[src/rtl/ibt_pkg.sv]
// shared types and constants for the interval booking table
`default_nettype none
package ibt_pkg;

  localparam int unsigned DefTableEntries = 16;
  localparam int unsigned DefTimeBits     = 32;
  localparam int unsigned InTimeW         = 32;
  localparam int unsigned UsedW           = 5;

  typedef enum logic [1:0] {
    ST_BOOKED  = 2'd0,
    ST_OVERLAP = 2'd1,
    ST_FULL    = 2'd2,
    ST_INVALID = 2'd3
  } status_t;

  typedef struct packed {
    logic active;
    logic clash;
    logic free_seen;
  } tok_t;

endpackage
`default_nettype wire

[src/rtl/ibt_cell.sv]
// one table entry: compares the passing request and marks itself as insert target
`default_nettype none
module ibt_cell #(
  parameter int unsigned TIME_BITS = ibt_pkg::DefTimeBits
) (
  input  wire logic                 clk,
  input  wire logic                 rst_n,
  input  wire logic [TIME_BITS-1:0] req_start,
  input  wire logic [TIME_BITS-1:0] req_end,
  input  wire ibt_pkg::tok_t        tok_in,
  output ibt_pkg::tok_t             tok_out,
  input  wire logic                 commit,
  output logic                      slot_valid,
  output logic                      slot_cand
);

  logic                 valid_r;
  logic                 cand_r;
  logic                 cand_nxt;
  logic [TIME_BITS-1:0] start_r;
  logic [TIME_BITS-1:0] end_r;
  ibt_pkg::tok_t        tok_r;
  ibt_pkg::tok_t        tok_nxt;
  logic                 hit;

  always_comb begin
    hit = valid_r && !((end_r <= req_start) || (start_r >= req_end));
    tok_nxt.active    = tok_in.active;
    tok_nxt.clash     = tok_in.clash | (tok_in.active & hit);
    tok_nxt.free_seen = tok_in.free_seen | (tok_in.active & !valid_r);
    cand_nxt = tok_in.active ? (!valid_r && !tok_in.free_seen) : cand_r;
  end

  always_ff @(posedge clk) begin
    if (!rst_n) begin
      valid_r <= 1'b0;
      cand_r  <= 1'b0;
      tok_r   <= '0;
    end else begin
      tok_r  <= tok_nxt;
      cand_r <= cand_nxt;
      if (commit && cand_r) begin
        valid_r <= 1'b1;
      end
    end
  end

  always_ff @(posedge clk) begin
    if (commit && cand_r) begin
      start_r <= req_start;
      end_r   <= req_end;
    end
  end

  assign tok_out    = tok_r;
  assign slot_valid = valid_r;
  assign slot_cand  = cand_r;

endmodule
`default_nettype wire

[src/rtl/interval_booking_table_unit.sv]
// top level: request control, chain of table cells and result register
// Each beat asks to book the half-open interval [start, end) in a table of
// TABLE_ENTRIES entries and returns one result beat with a status (booked,
// overlap, table full, invalid empty interval) and the entry count after it.
// One request is handled at a time: it walks the cell chain one cell per
// cycle, while an empty or reversed interval skips the chain and goes
// straight to the result. The result register lets a new request in while
// the previous result waits.
// Times are compared on their low TIME_BITS bits, unsigned.
`default_nettype none
module interval_booking_table_unit #(
  parameter int unsigned TABLE_ENTRIES = ibt_pkg::DefTableEntries,
  parameter int unsigned TIME_BITS     = ibt_pkg::DefTimeBits
) (
  input  wire logic                          clk,
  input  wire logic                          rst_n,
  input  wire logic                          in_valid,
  output logic                               in_ready,
  input  wire logic [ibt_pkg::InTimeW-1:0]   in_interval_start,
  input  wire logic [ibt_pkg::InTimeW-1:0]   in_interval_end,
  output logic                               out_valid,
  input  wire logic                          out_ready,
  output logic [1:0]                         out_status,
  output logic [ibt_pkg::UsedW-1:0]          out_entries_used
);

  localparam int unsigned CntW = $clog2(TABLE_ENTRIES + 1);

  typedef enum logic [1:0] {S_IDLE, S_SCAN, S_DONE} state_t;

  state_t                      state_r;
  logic [TIME_BITS-1:0]        req_start_r;
  logic [TIME_BITS-1:0]        req_end_r;
  ibt_pkg::tok_t               head_r;
  logic [CntW-1:0]             cnt_r;
  ibt_pkg::status_t            res_r;
  logic                        out_valid_r;
  ibt_pkg::status_t            out_status_r;
  logic [ibt_pkg::UsedW-1:0]   out_used_r;

  logic [TIME_BITS+ibt_pkg::InTimeW-1:0] lo_ext;
  logic [TIME_BITS+ibt_pkg::InTimeW-1:0] hi_ext;
  logic [TIME_BITS-1:0]                  lo;
  logic [TIME_BITS-1:0]                  hi;
  logic [CntW+ibt_pkg::UsedW-1:0]        cnt_ext;

  ibt_pkg::tok_t              tok [TABLE_ENTRIES+1];
  ibt_pkg::tok_t              tail;
  logic [TABLE_ENTRIES-1:0]   valid_vec;
  logic [TABLE_ENTRIES-1:0]   cand_vec;
  logic                       commit;

  assign lo_ext  = {{TIME_BITS{1'b0}}, in_interval_start};
  assign hi_ext  = {{TIME_BITS{1'b0}}, in_interval_end};
  assign lo      = lo_ext[TIME_BITS-1:0];
  assign hi      = hi_ext[TIME_BITS-1:0];
  assign cnt_ext = {{ibt_pkg::UsedW{1'b0}}, cnt_r};

  assign tok[0] = head_r;
  assign tail   = tok[TABLE_ENTRIES];
  assign commit = (state_r == S_SCAN) && tail.active && !tail.clash && tail.free_seen;

  for (genvar i = 0; i < TABLE_ENTRIES; i++) begin : g_cell
    ibt_cell #(
      .TIME_BITS (TIME_BITS)
    ) u_cell (
      .clk        (clk),
      .rst_n      (rst_n),
      .req_start  (req_start_r),
      .req_end    (req_end_r),
      .tok_in     (tok[i]),
      .tok_out    (tok[i+1]),
      .commit     (commit),
      .slot_valid (valid_vec[i]),
      .slot_cand  (cand_vec[i])
    );
  end

  assign in_ready = (state_r == S_IDLE);

  always_ff @(posedge clk) begin
    if (!rst_n) begin
      state_r     <= S_IDLE;
      head_r      <= '0;
      cnt_r       <= '0;
      out_valid_r <= 1'b0;
    end else begin
      head_r <= '0;
      if (out_valid_r && out_ready) begin
        out_valid_r <= 1'b0;
      end
      case (state_r)
        S_IDLE: begin
          if (in_valid) begin
            req_start_r <= lo;
            req_end_r   <= hi;
            if (hi <= lo) begin
              res_r   <= ibt_pkg::ST_INVALID;
              state_r <= S_DONE;
            end else begin
              head_r.active <= 1'b1;
              state_r       <= S_SCAN;
            end
          end
        end
        S_SCAN: begin
          if (tail.active) begin
            if (tail.clash) begin
              res_r <= ibt_pkg::ST_OVERLAP;
            end else if (!tail.free_seen) begin
              res_r <= ibt_pkg::ST_FULL;
            end else begin
              res_r <= ibt_pkg::ST_BOOKED;
              cnt_r <= cnt_r + CntW'(1);
            end
            state_r <= S_DONE;
          end
        end
        S_DONE: begin
          if (!out_valid_r || out_ready) begin
            out_valid_r  <= 1'b1;
            out_status_r <= res_r;
            out_used_r   <= cnt_ext[ibt_pkg::UsedW-1:0];
            state_r      <= S_IDLE;
          end
        end
        default: begin
          state_r <= S_IDLE;
        end
      endcase
    end
  end

  assign out_valid        = out_valid_r;
  assign out_status       = out_status_r;
  assign out_entries_used = out_used_r;

`ifndef SYNTHESIS
  a_one_cand: assert property (@(posedge clk) disable iff (!rst_n)
    $onehot0(cand_vec))
    else $error("more than one insert target in the chain");

  a_cnt_match: assert property (@(posedge clk) disable iff (!rst_n)
    cnt_r == CntW'($countones(valid_vec)))
    else $error("entry count differs from stored entries");

  a_commit_free: assert property (@(posedge clk) disable iff (!rst_n)
    commit |-> $onehot(cand_vec))
    else $error("booking with no single free target entry");

  a_commit_grows: assert property (@(posedge clk) disable iff (!rst_n)
    commit |=> cnt_r == $past(cnt_r) + CntW'(1))
    else $error("booking did not raise the entry count");
`endif

endmodule
`default_nettype wire

[config.mk]
export PLATFORM = sky130hd
export DESIGN_NAME = interval_booking_table_unit
export DESIGN_NICKNAME = d
export VERILOG_FILES = /design/src/rtl/ibt_pkg.sv /design/src/rtl/ibt_cell.sv /design/src/rtl/interval_booking_table_unit.sv
export SDC_FILE = /design/constraint.sdc
export NUM_CORES = 2
export LEC_CHECK = 0
export BUFFER_PORTS_ARGS = -buffer_cell sky130_fd_sc_hd__buf_2
export CAP_MARGIN = 5
export CELL_PAD_IN_SITES_DETAIL_PLACEMENT = 1
export CELL_PAD_IN_SITES_GLOBAL_PLACEMENT = 2
export CORE_ASPECT_RATIO = 1.4
export CORE_MARGIN = 2
export CORE_UTILIZATION = 30
export DETAILED_ROUTE_END_ITERATION = 8
export PLACE_DENSITY = 0.64
export SLEW_MARGIN = 20
export SYNTH_ARGS = -nofsm -noshare
export SYNTH_HDL_FRONTEND = slang
export SYNTH_SLANG_ARGS = --single-unit
[constraint.sdc]
create_clock -name clk -period 8.8 [get_ports clk]
set_clock_uncertainty 0.1 [all_clocks]
set_input_delay 0 -clock clk [delete_from_list [all_inputs] [get_ports clk]]
set_output_delay 0 -clock clk [all_outputs]
set_load 0.01 [all_outputs]
# After elaboration in Yosys (flattened, before gate mapping)
# Cells that the tools add are included.
# totals
output_inout_bits,9
ff_bits,1188
elab_cells,369
# op_classes
n_addsub,1
n_bitwise,65
n_reduce_logical,126
n_lt_le_gt_ge,33
n_mux,15
n_eq_ne,6
# ops
op,count
$le 32x32->1,17
$ge 32x32->1,16
$logic_and 1x1->1,52
$logic_not 1->1,50
$and 1x1->1,32
$or 1x1->1,32
$mux 2,9
$logic_or 1x1->1,17
$reduce_and 3->1,3
$pmux 2 s3,1
$add 5x1->5 const B,1
$reduce_and 5->1,1
$mux 1,4
$ne 2x1->1 const B,2
$ne 2x2->1 const B,2
$pmux 2 s2,1
$reduce_and 4->1,1
$eq 2x1->1 const B,1
$eq 2x2->1 const B,1
$logic_not 2->1,1
$reduce_bool 2->1,1
$not 1->1,1

# Depth between registers and ports, before layout
# depth
word_depth,6
mapped_depth,9
ltp_nobuf,9

# Modules after synthesis
# Synthesis repeated with hierarchy kept, for this count alone.
# hier_totals
hier_cells,5082
area_unflattened_um2,62414.9
# by_module_without_submodules
module,n_inst,seq_area_each_um2,area_each_um2,cells_per_inst
ibt_cell,16,2021.9,3682.3,303
interval_booking_table_unit,1,2372.3,3498.4,234

# Worst setup path before layout
# No wires, ideal clock.
# synth_path
kind,flip-flop to flip-flop
from,register state_r[0]
to,register g_cell[0].u_cell.end_r[0] (enable)
arrival_time_ns,5.098
n_path_buf,0
path_stages_with_launch,4
required_time_ns,8.133
setup_slack_ns,3.035
period_less_slack_ns,5.765
path_cell_list,dfxtp_1 > nor2b_1 > nand2b_1 > nor3_1
# synth_via
elab_chain_cells,5
# synth_lines
element,line_no,source
"start, declared",interval_booking_table_unit.sv:31,state_t state_r;
"start signal, assigned",interval_booking_table_unit.sv:83,state_r <= S_IDLE;
"start signal, assigned",interval_booking_table_unit.sv:99,state_r <= S_DONE;
"start signal, assigned",interval_booking_table_unit.sv:102,state_r <= S_SCAN;
$eq 2x1->1,interval_booking_table_unit.sv:61,assign commit = (state_r == S_SCAN) && tail.active && !tail.clash && tail.free_seen;
$logic_and 1x1->1 (3 in a row),interval_booking_table_unit.sv:61,
$logic_and 1x1->1,ibt_cell.sv:49,if (commit && cand_r) begin
"end signal, assigned",ibt_cell.sv:51,end_r <= req_end;
"end, declared",ibt_cell.sv:21,logic [TIME_BITS-1:0] end_r;
# No other way between the ends.
# A chain may end at the register's enable or synchronous reset.

# Worst setup path in the final report
# layout_path
from,register req_end_r[28]
to,"register g_cell[11].u_cell.tok_r, in the netlist g_cell[11].u_cell.tok_out[1]"
# layout_via
elab_chain_cells,6
# layout_lines
element,line_no,source
"start, declared",interval_booking_table_unit.sv:33,logic [TIME_BITS-1:0] req_end_r;
"start signal, assigned",interval_booking_table_unit.sv:96,req_end_r <= hi;
$ge 32x32->1,ibt_cell.sv:27,hit = valid_r && !((end_r <= req_start) || (start_r >= req_end));
$logic_or 1x1->1,ibt_cell.sv:27,
$logic_not 1->1,ibt_cell.sv:27,
$logic_and 1x1->1,ibt_cell.sv:27,
$and 1x1->1,ibt_cell.sv:29,tok_nxt.clash = tok_in.clash | (tok_in.active & hit);
$or 1x1->1,ibt_cell.sv:29,
"end signal, assigned",ibt_cell.sv:40,tok_r <= tok_nxt;
"end, declared",ibt_cell.sv:22,ibt_pkg::tok_t tok_r;
# No other way between the ends.

==> impl_metrics.py <==
metrics = {
    "status": {
        "status": "finished, final reports clean",
    },
    "final_layout": {
        "final_nets": 5695,
        "design_area_sq_um": 68440,
        "postLayoutCoreUtil": 0.3513,
        "layout_common_cells": "edfxtp_1 (1097), ha_1 (1057), a21oi_1 (367)",
        "layout.cells.non_filler": 7297,
        "layout-drive-gt1-share": 0.08128,
        "final_common_cell": "edfxtp_1",
        "area_growth_pct": 16.70,
    },
    "flow_run": {
        "drv_cap": 0,
    },
    "clock_tree": {
        "cts_resized": 0,
        "htreeDepth": 3,
        "cts.sinks": 1186,
        "cts_buffers": 119,
        "clock_latency_ns": 0.78,
        "clk_pin_slew_ns": 0.07,
        "tritoncts": "built",
        "cts_root_buf": "clkbuf_16",
        "clock_tree.buffer_depth": 3,
    },
    "worst_setup_path": {
        "crit_slowest_cell": "edfxtp_1",
        "worst-setup-path-type": "flop to flop",
        "r2r_slack_ns": 4.23,
        "cp-end-kind": "flop",
        "slowest_delay_ns": 0.83,
        "reg2reg_from": "req_end_r[28]",
        "reg2reg_to": "g_cell[11].u_cell.tok_out[1]",
        "crit_end": "g_cell[11].u_cell.tok_out[1]",
        "r2r_cells": 7,
        "startpoint": "req_end_r[28]",
        "crit_family": "simple AND/OR/NAND/NOR gates",
        "cp_num_cells": 7,
        "cp_num_buf_inv": 1,
        "cp.required_ns": 9.35,
        "startpoint_type": "flop",
        "cp.arrival_ns": 5.12,
        "worstPathCellList": "inv_1 -> ha_1 -> nand4_1 -> nor4_1 -> o221ai_1 -> a31oi_1 -> o31ai_1",
        "path_max_fanout": 17,
    },
    "yosys": {
        "yosysUniqueCellTypes": 59,
        "synth-main-ff-cell": "edfxtp_1",
        "ys_seq_area_frac": 0.5921,
        "async_flop_share": 0,
        "synth_edf_count": 1097,
        "syn_area_sq_um": 58650,
        "syn-num-nets": 5301,
        "synth-seq-cells": 1186,
        "synth_cells": 4176,
        "yosysWarnings": 0,
        "synth_area_per_cell_sq_um": 14.04,
    },
    "floorplan": {
        "start_util": 0.3010,
        "rows": 192,
        "die_h_microns": 527.2,
        "boundaryPins": 77,
        "die_area_sq_um": 199100,
        "coreArea_sq_um": 194800,
        "die_w_microns": 377.7,
    },
    "placement": {
        "placed_cell_area_sq_um": 63010,
        "pre_cts_ws_ns": 4.188,
        "place_congestion": 0.8643,
        "dp.cells": 6936,
        "dp_hpwl_mm": 143.2,
        "io_buffers": 76,
    },
    "global_route": {
        "grtUsageTotal": 0.2001,
        "grt_pass1_vias": 40210,
        "gr-total-overflow": 0,
        "grt_pass1_wl_mm": 285.5,
        "grt_max_degree": 62,
        "grt_antenna_before_repair": 5,
    },
    "sta": {
        "fin_ws_ns": 4.230,
        "final.setup.tns_ns": 0,
        "max_freq_ghz": 0.2188,
        "min_period_ns": 4.570,
        "setup_viol": 0,
        "max_slew.worst_pin.slew_ns": 1.234,
        "post-route-period-util": 0.5193,
        "holdWs_ns": 0.1772,
        "drv_slew": 0,
        "hold_viol": 0,
        "rsz0062_at_grt": "false",
        "relSlewSlack": 0.1684,
    },
    "power": {
        "power.density_nw_per_um2": 182.6,
        "irDropWorstVdd_uv": 156.6,
        "p_leak_nw": 26.03,
        "total_power_mw": 12.49,
    },
    "detailed_routing": {
        "drc": 0,
        "wl_per_cell_microns": 27.33,
        "post_drt_via_cell_ratio": 5.177,
        "drt-total-wl_mm": 199.4,
        "drtAntennaViolNets": 0,
        "drt_first_iter_violations": 2112,
        "drt_pass1_iterations": 5,
        "via_count": 37770,
    },
    "worst_hold_path": {
        "hold_class": "input pin to flop",
    },
}
## synthesized netlist by cell type, types with 4 or more instances
cell type  number  area [sq um]
edfxtp_1     1097         32940
ha_1         1057         13230
a21oi_1       367          1837
nand2_1       233         874.6
nand4_1       199          1245
o21ai_0       139         695.7
inv_1         138         518.0
nor2_1        128         480.5
nand3_1       123         615.6
a211oi_1       99         743.2
dfxtp_1        89          1782
a21o_1         83         623.1
nor2b_1        68         425.4
o21a_1         45         337.8
and2_1         36         225.2
a2111oi_0      29         254.0
nor3_1         29         145.1
nor4_1         23         143.9
o211ai_1       23         172.7
mux2i_1        17         170.2
a221oi_1       16         140.1
nand2b_1       14         87.58
a31oi_1        12         75.07
and4_1         12         105.1
o21bai_1       10         75.07
clkbuf_1        9         33.78
nor3b_1         9         67.56
o2111ai_1       6         52.55
a211o_1         5         43.79
o31ai_1         5         37.54
a2111o_1        4         45.04
and3_1          4         25.02
and4b_1         4         40.04
## metal layers
metal	vias up	GRT usage	wire length, microns	share of wire
met1	19500	0.2428	82180	0.41
met2	687	0.3636	102800	0.52
met3	241	0.02053	6719	0.034
met4	0	0.07211	7713	0.039
met5	-	0	0	0
li1	17350	-	-	-
## power breakdown
part,leakage (nW),switching (mW),internal (mW)
clock network,2.02,2.36,3.07
registers,10.6,0.0688,6.17
logic,13.4,0.534,0.288
## worst min path at each step
stage | startpoint | to | slack [ns] | cells past startpoint
2_1_floorplan | in_interval_end[0] | req_end_r[0] | -0.001 | 0
3_3_place_gp | in_interval_start[17] | req_start_r[17] | 0.09 | 1
3_5_place_dp | in_interval_start[17] | req_start_r[17] | 0.09 | 1
4_1_cts | out_ready | state_r[1] | 0.16 | 6
5_1_grt | out_ready | state_r[1] | 0.22 | 6
6_report | out_ready | state_r[1] | 0.18 | 6
## sequential cells by signal (all words and copies together) (netlist names)
signal                    flops
head_r                        1
g_cell.u_cell.tok_out        48
g_cell.u_cell.slot_cand      16
g_cell.u_cell.slot_valid     16
res_r                         2
g_cell.u_cell.start_r       512
cnt_r                         5
g_cell.u_cell.end_r         512
out_entries_used              5
out_valid                     1
state_r                       2
req_start_r                  32
out_status                    2
req_end_r                    32
## worst reg2reg max path, cell delays in order (launching register included)
cell and delay, ns:
edfxtp_1 0.83, inv_1 0.63, ha_1 0.51, nand4_1 0.43, nor4_1 0.78, o221ai_1 0.33
a31oi_1 0.69, o31ai_1 0.13
## final cells by class
type | count | area (sq um)
Inverter | 138 | 518.0
Clock inverter | 72 | 830.8
Antenna cell | 3 | 7.507
Fill cell | 20390 | 126400
Multi-Input combinational cell | 2839 | 23530
Sequential cell | 1186 | 34720
Tap cell | 2619 | 3277
Timing Repair Buffer | 286 | 2290
Clock buffer | 154 | 3266
## what timing repair did
item,in CTS,in global routing
hold buffers,132,0
buffers inserted,0,0
endpoints found under the hold margin,163,0
## cells by family (layout without fill, tap and decap cells)
family,count (synthesis),after routing,share of synthesized area
DFF,1186,1186,0.5921
adders and majority gates,1057,1057,0.2255
and+or+nand+nor,894,894,0.07800
AOI/OAI and AO/OA,867,867,0.09123
buffers and inverters,151,650,0.009707
muxes,17,17,0.002901
xor gates and xnor gates,4,4,0.0005975
other,0,3,0
Note: power is estimated with default switching activity, not from simulation.
